## src/sv/i2cdws_pkg.sv

```systemverilog
package i2cdws_pkg;

	// Control byte that follows the address byte
	localparam logic [7:0] CTRL_COMMAND = 8'h00;
	localparam logic [7:0] CTRL_DATA    = 8'h40;

	localparam int ADDR_W     = 7;
	localparam int BYTE_W     = 8;
	localparam int FRAME_BYTES = 3;
	localparam int SHIFT_W    = FRAME_BYTES * BYTE_W;

	// Half periods per byte: two per bit, then two for the ACK clock
	localparam int BIT_PAIRS  = 2 * BYTE_W;
	localparam int BYTE_PAIRS = BIT_PAIRS + 2;
	localparam int POS_W      = $clog2(BYTE_PAIRS);
	localparam int BYTE_CNT_W = $clog2(FRAME_BYTES);

	localparam logic [ADDR_W-1:0] ADDR_RESET = 7'd60;

	typedef struct packed {
		logic             opcode;
		logic [BYTE_W-1:0] payload;
	} in_item_t;

	typedef struct packed {
		logic clock_level;
		logic data_level;
		logic last;
	} out_item_t;

	// Sequencer to shift register
	typedef struct packed {
		logic load;
		logic shift;
	} shift_ctrl_t;

endpackage

```

## src/sv/i2c_display_write_serializer.sv

```systemverilog
// The start's first half period is registered once the sequencer has entered the start.
// A write is a frame of 58 half periods, one per cycle while the output does not stall;
// the sequencer's pair counter and the 24-bit shift register step through the frame.
// A new write may transfer in the cycle the stop's final half period is issued.
// Reset (arst_n low, asynchronous): sequencer idle, output empty, address 60.
module i2c_display_write_serializer (
	input  logic                              clk,
	input  logic                              arst_n,
	input  logic                              cfg_wr_en,
	input  logic [i2cdws_pkg::ADDR_W-1:0]     cfg_wr_data,
	input  logic                              in_valid,
	output logic                              in_stall,
	input  i2cdws_pkg::in_item_t              in_item,
	output logic                              out_valid,
	input  logic                              out_stall,
	output i2cdws_pkg::out_item_t             out_item
);
	import i2cdws_pkg::*;

	logic [ADDR_W-1:0] addr_q;
	logic              out_valid_q;
	out_item_t         out_q;

	logic              ready;
	logic              accept;
	logic              out_free;
	logic              load_en;
	logic              msb;
	out_item_t         pair;
	shift_ctrl_t       ctrl;

	// Device address register, written only while no frame is in flight (user's job)
	always_ff @(posedge clk or negedge arst_n) begin
		if (!arst_n) begin
			addr_q <= ADDR_RESET;
		end else if (cfg_wr_en) begin
			addr_q <= cfg_wr_data;
		end
	end

	assign in_stall = !ready;
	assign accept   = in_valid && ready;

	// Output register is free when empty or when its transfer completes now
	assign out_free = !out_valid_q || !out_stall;

	i2cdws_shifter u_shifter (
		.clk            (clk),
		.ctrl           (ctrl),
		.device_address (addr_q),
		.item           (in_item),
		.msb            (msb)
	);

	i2cdws_sequencer u_sequencer (
		.clk      (clk),
		.arst_n   (arst_n),
		.accept   (accept),
		.out_free (out_free),
		.msb      (msb),
		.ready    (ready),
		.load_en  (load_en),
		.pair     (pair),
		.ctrl     (ctrl)
	);

	// Hold the half period until the receiver takes it; drop valid once taken
	always_ff @(posedge clk or negedge arst_n) begin
		if (!arst_n) begin
			out_valid_q <= 1'b0;
		end else if (load_en) begin
			out_valid_q <= 1'b1;
		end else if (!out_stall) begin
			out_valid_q <= 1'b0;
		end
	end

	always_ff @(posedge clk) begin
		if (load_en) begin
			out_q <= pair;
		end
	end

	assign out_valid = out_valid_q;
	assign out_item  = out_q;

endmodule

```

## src/sv/i2cdws_shifter.sv

```systemverilog
module i2cdws_shifter (
	input  logic                              clk,
	input  i2cdws_pkg::shift_ctrl_t           ctrl,
	input  logic [i2cdws_pkg::ADDR_W-1:0]     device_address,
	input  i2cdws_pkg::in_item_t              item,
	output logic                              msb
);
	import i2cdws_pkg::*;

	logic [SHIFT_W-1:0] sr_q;
	logic [BYTE_W-1:0]  control;

	assign control = item.opcode ? CTRL_DATA : CTRL_COMMAND;

	// Address byte first, write bit clear, then control, then payload
	always_ff @(posedge clk) begin
		if (ctrl.load) begin
			sr_q <= {device_address, 1'b0, control, item.payload};
		end else if (ctrl.shift) begin
			sr_q <= {sr_q[SHIFT_W-2:0], 1'b0};
		end
	end

	assign msb = sr_q[SHIFT_W-1];

endmodule

```

## src/sv/i2cdws_sequencer.sv

```systemverilog
module i2cdws_sequencer (
	input  logic                    clk,
	input  logic                    arst_n,
	input  logic                    accept,
	input  logic                    out_free,
	input  logic                    msb,
	output logic                    ready,
	output logic                    load_en,
	output i2cdws_pkg::out_item_t   pair,
	output i2cdws_pkg::shift_ctrl_t ctrl
);
	import i2cdws_pkg::*;

	localparam logic [2:0] ST_IDLE   = 3'd0;
	localparam logic [2:0] ST_START0 = 3'd1;
	localparam logic [2:0] ST_START1 = 3'd2;
	localparam logic [2:0] ST_BYTES  = 3'd3;
	localparam logic [2:0] ST_STOP0  = 3'd4;
	localparam logic [2:0] ST_STOP1  = 3'd5;

	localparam logic [POS_W-1:0]      POS_ACK_HI = POS_W'(BYTE_PAIRS - 1);
	localparam logic [POS_W-1:0]      POS_BITS   = POS_W'(BIT_PAIRS);
	localparam logic [BYTE_CNT_W-1:0] BYTE_LAST  = BYTE_CNT_W'(FRAME_BYTES - 1);

	logic [2:0]            state_q;
	logic [POS_W-1:0]      pos_q;
	logic [BYTE_CNT_W-1:0] byte_q;
	logic                  in_bits;

	assign load_en = (state_q != ST_IDLE) && out_free;
	assign ready   = (state_q == ST_IDLE) || ((state_q == ST_STOP1) && load_en);
	assign in_bits = pos_q < POS_BITS;

	always_comb begin
		pair = '0;
		unique case (state_q)
			ST_START0: pair = '{clock_level: 1'b1, data_level: 1'b1, last: 1'b0};
			ST_START1: pair = '{clock_level: 1'b1, data_level: 1'b0, last: 1'b0};
			ST_BYTES:  pair = '{clock_level: pos_q[0], data_level: in_bits ? msb : 1'b1,
			                    last: 1'b0};
			ST_STOP0:  pair = '{clock_level: 1'b1, data_level: 1'b0, last: 1'b0};
			ST_STOP1:  pair = '{clock_level: 1'b1, data_level: 1'b1, last: 1'b1};
			default:   pair = '0;
		endcase
	end

	// Advance the bit after its high half period
	assign ctrl.load  = accept;
	assign ctrl.shift = load_en && (state_q == ST_BYTES) && in_bits && pos_q[0];

	always_ff @(posedge clk or negedge arst_n) begin
		if (!arst_n) begin
			state_q <= ST_IDLE;
			pos_q   <= '0;
			byte_q  <= '0;
		end else if (accept) begin
			state_q <= ST_START0;
		end else if (load_en) begin
			unique case (state_q)
				ST_START0: state_q <= ST_START1;
				ST_START1: begin
					state_q <= ST_BYTES;
					pos_q   <= '0;
					byte_q  <= '0;
				end
				ST_BYTES: begin
					if (pos_q == POS_ACK_HI) begin
						pos_q <= '0;
						if (byte_q == BYTE_LAST) begin
							state_q <= ST_STOP0;
						end else begin
							byte_q <= byte_q + 1'b1;
						end
					end else begin
						pos_q <= pos_q + 1'b1;
					end
				end
				ST_STOP0: state_q <= ST_STOP1;
				ST_STOP1: state_q <= ST_IDLE;
				default:  state_q <= ST_IDLE;
			endcase
		end
	end

endmodule

```

## config.mk

```make
export PLATFORM = sky130hd
export DESIGN_NAME = i2c_display_write_serializer
export DESIGN_NICKNAME = d
export VERILOG_FILES = /design/src/sv/i2cdws_pkg.sv /design/src/sv/i2c_display_write_serializer.sv /design/src/sv/i2cdws_shifter.sv /design/src/sv/i2cdws_sequencer.sv
export SDC_FILE = /design/constraint.sdc
export NUM_CORES = 1
export LEC_CHECK = 0
export ABC_CLOCK_PERIOD_IN_PS = 3400
export BUFFER_PORTS_ARGS = -buffer_cell sky130_fd_sc_hd__clkbuf_2
export CAP_MARGIN = 20
export CORE_ASPECT_RATIO = 1.4
export CORE_MARGIN = 3
export CORE_UTILIZATION = 61
export DETAILED_ROUTE_END_ITERATION = 8
export PLACE_DENSITY = 0.81
export REMOVE_ABC_BUFFERS = 1
export SYNTH_ARGS = -nofsm -noshare
export SYNTH_HDL_FRONTEND = slang
export SYNTH_SLANG_ARGS = --single-unit
```

## constraint.sdc

```tcl
create_clock -name clk -period 3.4 [get_ports clk]
set_clock_uncertainty 0.1 [all_clocks]
set_input_delay 0 -clock clk [delete_from_list [all_inputs] [get_ports clk]]
set_output_delay 0 -clock clk [all_outputs]
set_load 0.01 [all_outputs]
```

==> metrics.md, run 1 <==
| Metric | Value |
|---|---|
| Run status | finished clean |
| Tmin final | 2.63 ns |
| Clock buffer count from CTS | 5 |
| Finished Layout Cells | 243 |
| Core ar. | 3120 µm² |
| CP Cell Sequence | or2_1 > o21ai_1 > and3b_1 > or2_2 |
| Critical path class | register to register |
| Yosys top cell area share | 39.1% |
| Vias | 1387 |
| Max incr delay on CP | 0.63 ns |
| WL final | 4170 µm |
| Critical path required time | 3.25 ns |
| 1st-pass router iterations | 4 |
| Synthesis-stage register bit count | 45 |
| Top routing layer in use | met4 |
| Share of cells above drive strength 1 | 24.0% |
| Fmax | 0.380 GHz |
| Met1 Wirelength | 1620 µm |
| Vias/cell | 5.71 |
| Die area | 4010 µm² |
| Top cells by area, synth | edfxtp_1 (39%), dfrtp_1 (18%), a22o_1 (6.6%) |
| Worst-margin pin slew | 0.694 ns |
| Worst path top cell family by delay | simple AND/OR/NAND/NOR gates |
| TNS Setup | 0 ns |
| Total gr overflow | 0 |
| Yosys top cell by area | edfxtp_1 |
| Library cells used by synthesis | 38 |
| Most frequent cells in the layout | edfxtp_1 (26), dlygate4sd3_1 (25), clkbuf_2 (25) |
| Tot Pwr | 1.54 mW |
| Global-route wire length before repair | 6590 µm |
| Maxcap violations | 0 |
| Commonest non-fill, non-tap cell in the layout | edfxtp_1 |
| Ports | 26 |
| # H-tree levels | 2 |
| DIE WIDTH | 54.4 µm |
| PnR worst setup slack | 0.771 ns |
| RSZ-0062 raised after global routing | no |
| Std-Cell Rows | 24 |
| Worst R2R Path Depth | 4 |
| Antenna viol nets, final | 0 |
| Maximum fanout along the worst path | 23 |
| Vias in the first global route | 1415 |
| All-layer global routing usage | 24.0% |
| Syn. warnings | 0 |
| Cells after DPL | 210 |
| Worst setup SP type | register |
| Clk buf depth | 2 |
| CP Buf/Inv Count | 0 |
| Worst path arrival time | 2.48 ns |
| Clk_lat worst skew | 0.31 ns |
| Synth Area per Inst | 13.1 µm² |
| Ant. Diodes | 0 |
| Post-Place Setup Slack | 0.837 ns |
| Worst setup EP type | register |
| DR WL met3 | 179 µm |
| Final core occ | 79.0% |
| DRC viols | 0 |
| Initial antenna violation count | 0 |
| VDD IR-drop max | 0.564 mV |
| Hpwl dp | 2410 µm |
| Power Dens Cells | 623 nW/µm² |
| Wire per inst | 17.1 µm |
| Post-Syn Area | 2000 µm² |
| Starting DRT DRC Count | 61 |
| Post-route cell area | 2470 µm² |
| Hold Slack | 0.0581 ns |
| Root buf cell | clkbuf_8 |
| Lkg Pwr | 0.993 nW |
| Port-buffer cells | 25 |
| Worst-path clk slew | 0.10 ns |
| Routability congestion estimate | 0.755 |
| Largest net degree at the start of global routing | 25 |
| Final nets | 227 |
| Cells after Synth | 153 |
| Die Ht | 73.7 µm |
| Period utilisation layout | 77.3% |
| CTS tree | done |
| Min-Delay Path Class | input port to async pin |
| Setup violations, final | 0 |
| Metal2 WL | 2240 µm |
| Initial Utilization | 64.0% |
| Final Hold Fails | 0 |
| P&R area growth vs syn | 23.5% |
| Slew headroom | 53.7% |
| CP max-delay cell | and3b_1 |
| Max Slew Vio Count | 0 |
| Clock sink count | 45 |
| WP depth | 4 |
| Post-synthesis sequential area ratio | 62.9% |
| DP Area | 2120 µm² |
## final cells by class
| cell class | instances | area [µm²] |
|---|---|---|
| Timing Repair Buffer | 51 | 383 |
| Clock buffer | 5 | 68.8 |
| Fill cell | 206 | 656 |
| Tap cell | 39 | 48.8 |
| Inverter | 3 | 11.3 |
| Clock inverter | 3 | 26.3 |
| Multi-Input combinational cell | 97 | 673 |
| Sequential cell | 45 | 1260 |
## power by group
group / internal (mW) / total (mW) / switching, mW
logic: 0.191 / 0.397 / 0.206
registers: 0.695 / 0.786 / 0.0918
clock network: 0.153 / 0.354 / 0.201
total: 1.04 / 1.54 / 0.499
## logic make-up (layout without fill, tap and decap cells)
family / count (synthesis) / count (layout) / synth area share, %
and+or+nand+nor: 46 / 46 / 13.3
DFF: 45 / 45 / 62.9
AOI/OAI and AO/OA: 40 / 40 / 14.1
buffers and inverters: 11 / 62 / 3.44
muxes: 7 / 7 / 3.95
adders and majority gates: 3 / 3 / 1.88
xor gates and xnor gates: 1 / 1 / 0.438
## timing repair
action	4_1_cts	5_1_grt
hold endpoints to repair	36	0
gates resized for setup	0	0
setup buffers	0	0
hold buffers	25	0
## routing by layer
layer | vias up | track usage (%)
li1 | 667 | -
met5 | - | 0
met3 | 11 | 5.27
met2 | 41 | 41.0
met1 | 668 | 27.3
met4 | 0 | 12.2
## state kept, by name (all words and copies together), names as in the netlist
register	flops
out_valid	1
u_sequencer.pos_q	5
u_shifter.sr_q	24
u_sequencer.state_q	3
addr_q	7
out_item	3
u_sequencer.byte_q	2
## Yosys cell counts, drive strengths merged
cell type and instances:
and2 11, buf 5, nand3 5, a21o 1, nor3 2, a2bb2oi 1
dfrtp 14, a21oi 5, nand2b 2, nor2 5, or3 1, nor2b 1
inv 3, dfxtp 1, a41o 1, nand2 8, o41ai 1, edfxtp 26
or2 4, dfstp 4, o31ai 1, clkbuf 3, or3b 1, nand3b 2
a22o 15, o2bb2ai 2, and4bb 1, xnor2 1, o21ai 13, mux2 7
and3b 2, ha 3, and2b 1
## worst paths after layout
kind,startpoint,end,slack (ns)
max,u_sequencer.state_q[0],u_shifter.sr_q[8],0.77
min,arst_n,addr_q[0],0.06
max reg2reg,u_sequencer.state_q[0],u_shifter.sr_q[8],0.77
min reg2reg,u_shifter.sr_q[15],u_shifter.sr_q[16],0.38
max in group asynchronous,arst_n,addr_q[4],2.79
min in group clk,in_valid,u_shifter.sr_q[16],0.31
(Power assumes the default switching activity.)
==> run 2: changes to the inputs <==
--- a/config.mk
+++ b/config.mk
@@ -5,14 +5,14 @@
 export SDC_FILE = /design/constraint.sdc
 export NUM_CORES = 1
 export LEC_CHECK = 0
-export ABC_CLOCK_PERIOD_IN_PS = 3400
+export ABC_CLOCK_PERIOD_IN_PS = 2200
 export BUFFER_PORTS_ARGS = -buffer_cell sky130_fd_sc_hd__clkbuf_2
 export CAP_MARGIN = 20
 export CORE_ASPECT_RATIO = 1.4
 export CORE_MARGIN = 3
-export CORE_UTILIZATION = 61
+export CORE_UTILIZATION = 51
 export DETAILED_ROUTE_END_ITERATION = 8
-export PLACE_DENSITY = 0.81
+export PLACE_DENSITY = 0.72
 export REMOVE_ABC_BUFFERS = 1
 export SYNTH_ARGS = -nofsm -noshare
 export SYNTH_HDL_FRONTEND = slang
==> constraint.sdc (replaced) <==
create_clock -name clk -period 2.2 [get_ports clk]
set_clock_uncertainty 0.1 [all_clocks]
set_input_delay 0 -clock clk [delete_from_list [all_inputs] [get_ports clk]]
set_output_delay 0 -clock clk [all_outputs]
set_load 0.01 [all_outputs]
==> run 2 against run 1 <==
  * Hold slack lost 0.044 ns
  * Die area is 18% higher
  * Total power increased by 58%
  * Sequential share of layout area shrank 0.15 points
  * First-iteration DRC count increased by 25%
  * Wire length fell by 8.3%
  * Critical path depth did not move
  * Register-to-register slack got worse by 0.54 ns
  * Fmax is 34% higher
  * Design area grew 0.30%
  * Clock power increased by 71%
  * Critical path type unchanged
  * Highest routed layer unchanged
==> metrics.md, run 2 (synthesis gave the netlist of run 1 again) <==
| Metric | Value |
|---|---|
| Cts hold-fix bufs | 22 (was 25) |
| Final nets | 227 (unchanged) |
| Share of cells above drive strength 1 | 24.5% (was 24.0%) |
| RSZ-0062 raised after global routing | no (unchanged) |
| Max Slew Vio Count | 0 (unchanged) |
| Critical path class | register to register (unchanged) |
| Biggest regs | u_shifter.sr_q (24), addr_q (7), u_sequencer.pos_q (5) (unchanged) |
| Maximum fanout along the worst path | 23 (unchanged) |
| Ports | 26 (unchanged) |
| Clock sink count | 45 (unchanged) |
| DRC viols | 0 (unchanged) |
| Maxcap violations | 0 (unchanged) |
| Core ar. | 3710 µm² (was 3120 µm²) |
| Vias/cell | 5.59 (was 5.71) |
| VDD IR-drop max | 0.680 mV (was 0.564 mV) |
| Wire per inst | 15.5 µm (was 17.1 µm) |
| P&R area growth vs syn | 23.9% (was 23.5%) |
| Clk buf depth | 2 (unchanged) |
| Die area | 4720 µm² (was 4010 µm²) |
| 1st-pass router iterations | 4 (unchanged) |
| Tmin final | 1.97 ns (was 2.63 ns) |
| Hpwl dp | 2420 µm (was 2410 µm) |
| Lkg Pwr | 0.998 nW (was 0.993 nW) |
| Routability congestion estimate | 0.766 (was 0.755) |
| Largest register FFs | 24 (unchanged) |
| Largest net degree at the start of global routing | 24 (was 25) |
| Period utilisation layout | 89.5% (was 77.3%) |
| Post-route cell area | 2470 µm² (about the same) |
| WL final | 3820 µm (was 4170 µm) |
| Worst setup EP type | register (unchanged) |
| Multi-input logic area | 673 µm² (unchanged) |
| Worst path arrival time | 1.80 ns (was 2.48 ns) |
| Critical path required time | 2.04 ns (was 3.25 ns) |
| Final Hold Fails | 0 (unchanged) |
| Post-CTS setup buffers | 0 (unchanged) |
| CTS tree | done (unchanged) |
| Port-buffer cells | 25 (unchanged) |
| Clock buffer count from CTS | 5 (unchanged) |
| Commonest non-fill, non-tap cell in the layout | edfxtp_1 (unchanged) |
| Starting DRT DRC Count | 76 (was 61) |
| Total gr overflow | 0 (unchanged) |
| Power Dens Cells | 984 nW/µm² (was 623 nW/µm²) |
| Initial antenna violation count | 0 (unchanged) |
| Sequential cell area | 1260 µm² (unchanged) |
| Die Ht | 80.1 µm (was 73.7 µm) |
| Min-Delay Path Class | input port to register (was input port to async pin) |
| Worst setup SP type | register (unchanged) |
| Fmax | 0.508 GHz (was 0.380 GHz) |
| Global-route wire length before repair | 6560 µm (was 6590 µm) |
| Worst-margin pin slew | 0.527 ns (was 0.694 ns) |
| Vias | 1375 (was 1387) |
| Run status | finished clean (unchanged) |
| Fillers | 283 (was 206) |
| Slew headroom | 64.9% (was 53.7%) |
| Tot Pwr | 2.44 mW (was 1.54 mW) |
| DIE WIDTH | 58.9 µm (was 54.4 µm) |
| Vias in the first global route | 1446 (was 1415) |
| Ant. Diodes | 0 (unchanged) |
| Antenna viol nets, final | 0 (unchanged) |
| Root buf cell | clkbuf_8 (unchanged) |
| Most frequent cells in the layout | edfxtp_1 (26), clkbuf_2 (25), dlygate4sd3_1 (22) (was edfxtp_1 (26), dlygate4sd3_1 (25), clkbuf_2 (25)) |
| Clk_lat worst skew | 0.29 ns (was 0.31 ns) |
| Post-CTS sizing | 0 (unchanged) |
| Largest Register | u_shifter.sr_q (unchanged) |
| Setup violations, final | 0 (unchanged) |
| All-layer global routing usage | 18.5% (was 24.0%) |
| DP Area | 2150 µm² (was 2120 µm²) |
| Std-Cell Rows | 26 (was 24) |
| # H-tree levels | 2 (unchanged) |
| Worst-path clk slew | 0.08 ns (was 0.10 ns) |
| Initial Utilization | 53.9% (was 64.0%) |
run 2: changes by cell type in the layout (fill, tap and decap cells not counted), sizes merged:
cell	delta
clkbuf	+1
clkinv	+1
buf	+3
bufinv	+1
inv	-3
dlygate4sd3	-3
run 2: final cells by class:
type	instances	share of cell area, %
clock inverters	2	1.37
well taps	42	2.12
flip-flops and latches	45	50.8
clock buffers	6	2.93
repair buffers	51	15.2
multi-input cells	97	27.2
inverters	3	0.455
run 2: power by group:
group | internal, mW | switching (mW)
Combinational | 0.302 | 0.340
Sequential | 1.07 | 0.115
Clock | 0.335 | 0.269
run 2: final timing paths:
path                                   startpoint              endpoint  slack [ns]  depth (start not counted)
max                        u_sequencer.state_q[2]     u_shifter.sr_q[8]        0.23                          4
min                                     cfg_wr_en             addr_q[0]        0.01                          2
max reg2reg                u_sequencer.state_q[2]     u_shifter.sr_q[8]        0.23                          4
min reg2reg                    u_shifter.sr_q[15]    u_shifter.sr_q[16]        0.37                          1
max in group asynchronous                  arst_n             addr_q[2]        1.56                          2
min in group asynchronous                  arst_n  u_sequencer.pos_q[2]        0.09                          2
run 2: metal layers:
| metal | part of all wire [%] | vias to the layer above | global-route usage (%) |
|---|---|---|---|
| met1 | 43 | 677 | 22.1 |
| met3 | 3.8 | 5 | 4.66 |
| met2 | 52 | 29 | 32.0 |
| met4 | 1.2 | 0 | 6.12 |
| met5 | 0 | - | 0 |
| li1 | - | 664 | - |
run 2: worst max-delay path, cell delays in order, from the launching register on:
cell,delay (ns)
dfrtp_1,0.49
or2_1,0.26
o21ai_1,0.10
and3b_1,0.19
or2_2,0.45
run 2: per-stage QoR:
| step | instances | setup WS, ns | util [%] | hold slack, ns | TNS [ns] |
|---|---|---|---|---|---|
| floorplan | 145 | -0.0563 | - | -0.396 | -1.30 |
| finish | 246 | 0.232 | 66.7 | 0.0140 | 0 |
| CTS | 246 | 0.246 | 66.7 | 0.0000264 | 0 |
| global route | 246 | 0.136 | 66.7 | 0.0166 | 0 |
| global placement | 216 | 0.306 | 57.9 | -0.126 | 0 |
| detailed placement | 216 | 0.255 | 57.9 | -0.118 | 0 |
==> run 3: changes to the inputs <==
--- a/config.mk
+++ b/config.mk
@@ -10,9 +10,9 @@
 export CAP_MARGIN = 20
 export CORE_ASPECT_RATIO = 1.4
 export CORE_MARGIN = 3
-export CORE_UTILIZATION = 51
+export CORE_UTILIZATION = 45
 export DETAILED_ROUTE_END_ITERATION = 8
-export PLACE_DENSITY = 0.72
+export PLACE_DENSITY = 0.64
 export REMOVE_ABC_BUFFERS = 1
 export SYNTH_ARGS = -nofsm -noshare
 export SYNTH_HDL_FRONTEND = slang
==> run 3 against run 2 <==
  * Largest power group unchanged
  * Largest cell class unchanged
  * Sequential share of layout area fell by 0.36 points
  * Global-route usage fell by 2.6 points
  * Cell count rose by 8.1%
  * Critical path type unchanged
==> metrics.md, run 3 (synthesis gave the netlist of run 1 again) <==
| Metric | Value |
|---|---|
| Final Hold Fails | 0 (unchanged) |
| TNS Setup | 0 ns (unchanged) |
| Antenna viol nets, final | 0 (unchanged) |
| Tmin final | 1.95 ns (was 1.97 ns) |
| Routability congestion estimate | 0.801 (was 0.766) |
| Most frequent cells in the layout | edfxtp_1 (26), clkbuf_2 (25), dlygate4sd3_1 (22) (unchanged) |
| Port-buffer cells | 25 (unchanged) |
| P&R area growth vs syn | 24.7% (was 23.9%) |
| Worst-path clk slew | 0.08 ns (about the same) |
| Slack of the worst reg-to-reg path | 0.25 ns (was 0.23 ns) |
| Cts hold-fix bufs | 22 (unchanged) |
| Worst setup EP type | register (unchanged) |
| Worst path arrival time | 1.78 ns (was 1.80 ns) |
| Clock buffer count from CTS | 5 (unchanged) |
| Largest Register | u_shifter.sr_q (unchanged) |
| Initial Utilization | 47.1% (was 53.9%) |
| Clk_lat worst skew | 0.30 ns (was 0.29 ns) |
| VDD IR-drop max | 0.637 mV (was 0.680 mV) |
| Critical path class | register to register (unchanged) |
| RSZ-0062 raised after global routing | no (unchanged) |
| DRC viols | 0 (unchanged) |
| WL final | 3870 µm (was 3820 µm) |
| Post-CTS setup buffers | 0 (unchanged) |
| Hold Path Cell Cnt | 2 (unchanged) |
| Fillers | 354 (was 283) |
| Starting DRT DRC Count | 47 (was 76) |
| Std-Cell Rows | 28 (was 26) |
| Cells after DPL | 236 (was 216) |
| Largest net degree at the start of global routing | 24 (unchanged) |
| Worst R2R Path Depth | 5 (was 4) |
| Final core occ | 58.8% (was 66.7%) |
| Clk buf depth | 2 (unchanged) |
| Post-Place Setup Slack | 0.289 ns (was 0.255 ns) |
| Post-route cell area | 2490 µm² (was 2470 µm²) |
| Die Ht | 84.8 µm (was 80.1 µm) |
| Global-route wire length before repair | 6580 µm (was 6560 µm) |
| Power Dens Cells | 936 nW/µm² (was 984 nW/µm²) |
| Critical path required time | 2.03 ns (was 2.04 ns) |
| Finished Layout Cells | 266 (was 246) |
| Worst-margin pin slew | 0.527 ns (about the same) |
| Clock sink count | 45 (unchanged) |
| RR Startpoint | u_sequencer.state_q[0] (was u_sequencer.state_q[2]) |
| Hold path startpoint | cfg_wr_en (unchanged) |
| CTS tree | done (unchanged) |
| Die area | 5290 µm² (was 4720 µm²) |
| Lkg Pwr | 0.998 nW (about the same) |
| Core ar. | 4240 µm² (was 3710 µm²) |
| Ports | 26 (unchanged) |
| Fmax | 0.512 GHz (was 0.508 GHz) |
| 1st-pass router iterations | 6 (was 4) |
| End of the worst hold path | addr_q[6] (was addr_q[0]) |
| Vias | 1407 (was 1375) |
| Largest register FFs | 24 (unchanged) |
| Post-CTS sizing | 0 (unchanged) |
| DIE WIDTH | 62.3 µm (was 58.9 µm) |
| Ant. Diodes | 0 (unchanged) |
| Vias in the first global route | 1453 (was 1446) |
| Maximum fanout along the worst path | 23 (unchanged) |
| Setup violations, final | 0 (unchanged) |
| Max Slew Vio Count | 0 (unchanged) |
| All-layer global routing usage | 15.9% (was 18.5%) |
| PnR worst setup slack | 0.247 ns (was 0.232 ns) |
| Biggest regs | u_shifter.sr_q (24), addr_q (7), u_sequencer.pos_q (5) (unchanged) |
| Period utilisation layout | 88.8% (was 89.5%) |
| Commonest non-fill, non-tap cell in the layout | edfxtp_1 (unchanged) |
| # H-tree levels | 2 (unchanged) |
| Run status | finished clean (unchanged) |
| Root buf cell | clkbuf_8 (unchanged) |
| Worst setup SP type | register (unchanged) |
| Initial antenna violation count | 0 (unchanged) |
| Share of cells above drive strength 1 | 26.2% (was 24.5%) |
| DP Area | 2190 µm² (was 2150 µm²) |
| RR Endpoint | u_shifter.sr_q[3] (was u_shifter.sr_q[8]) |
| Final nets | 229 (was 227) |
| Total gr overflow | 0 (unchanged) |
| Min-Delay Path Class | input port to register (unchanged) |
| Maxcap violations | 0 (unchanged) |
| Wire per inst | 14.5 µm (was 15.5 µm) |
| Slew headroom | 64.9% (about the same) |
| Vias/cell | 5.29 (was 5.59) |
| Hpwl dp | 2450 µm (was 2420 µm) |
run 3: cell types whose count changed in the layout (fill, tap and decap cells not counted), sizes merged:
cell | before | now
clkinv | 1 | 2
clkbuf | 31 | 30
buf | 4 | 6
clkinvlp | 0 | 1
bufinv | 1 | 0
run 3: worst max-delay path, stage by stage (launching register included):
cell	delay, ns
dfrtp_1	0.42
buf_4	0.20
nand2_1	0.06
o21ai_1	0.15
and3b_1	0.20
or2_2	0.46
run 3: worst max-delay path by stage:
| stage | end | depth (start not counted) | start | slack, ns |
|---|---|---|---|---|
| detailed placement | u_shifter.sr_q[9] | 5 | u_sequencer.state_q[0] | 0.29 |
| floorplan | u_shifter.sr_q[0] | 4 | u_sequencer.state_q[2] | -0.06 |
| finish | u_shifter.sr_q[3] | 5 | u_sequencer.state_q[0] | 0.25 |
| CTS | u_shifter.sr_q[14] | 5 | u_sequencer.state_q[0] | 0.27 |
| global route | u_shifter.sr_q[14] | 5 | u_sequencer.state_q[0] | 0.15 |
| global placement | u_shifter.sr_q[7] | 5 | u_sequencer.state_q[0] | 0.34 |
run 3: report_power, final:
part | internal (mW) | switching (mW) | total (mW)
Combinational | 0.309 | 0.351 | 0.661
Clock | 0.219 | 0.277 | 0.496
Sequential | 1.07 | 0.103 | 1.18
Total | 1.60 | 0.731 | 2.33
run 3: final cells by class:
| cell class | count | area (µm²) | share of cell area (%) |
|---|---|---|---|
| inverters | 3 | 11.3 | 0.452 |
| clock inverters | 3 | 17.5 | 0.703 |
| well taps | 60 | 75.1 | 3.01 |
| flip-flops and latches | 45 | 1260 | 50.4 |
| multi-input cells | 97 | 673 | 27.0 |
| repair buffers | 53 | 390 | 15.7 |
| clock buffers | 5 | 68.8 | 2.76 |
run 3: per-stage QoR:
step	hold WS, ns	total power [mW]
6_report	0.000486	2.33
5_1_grt	0.0165	2.50
4_1_cts	0.000878	2.36
3_5_place_dp	-0.116	1.81
3_3_place_gp	-0.119	1.79
2_1_floorplan	-0.396	1.61
run 3: routing by layer:
layer  wire [µm]  GRT usage (%)
met1        1600           17.7
met2        2070           29.2
met5           0              0
met4          31           6.83
met3         168           3.58
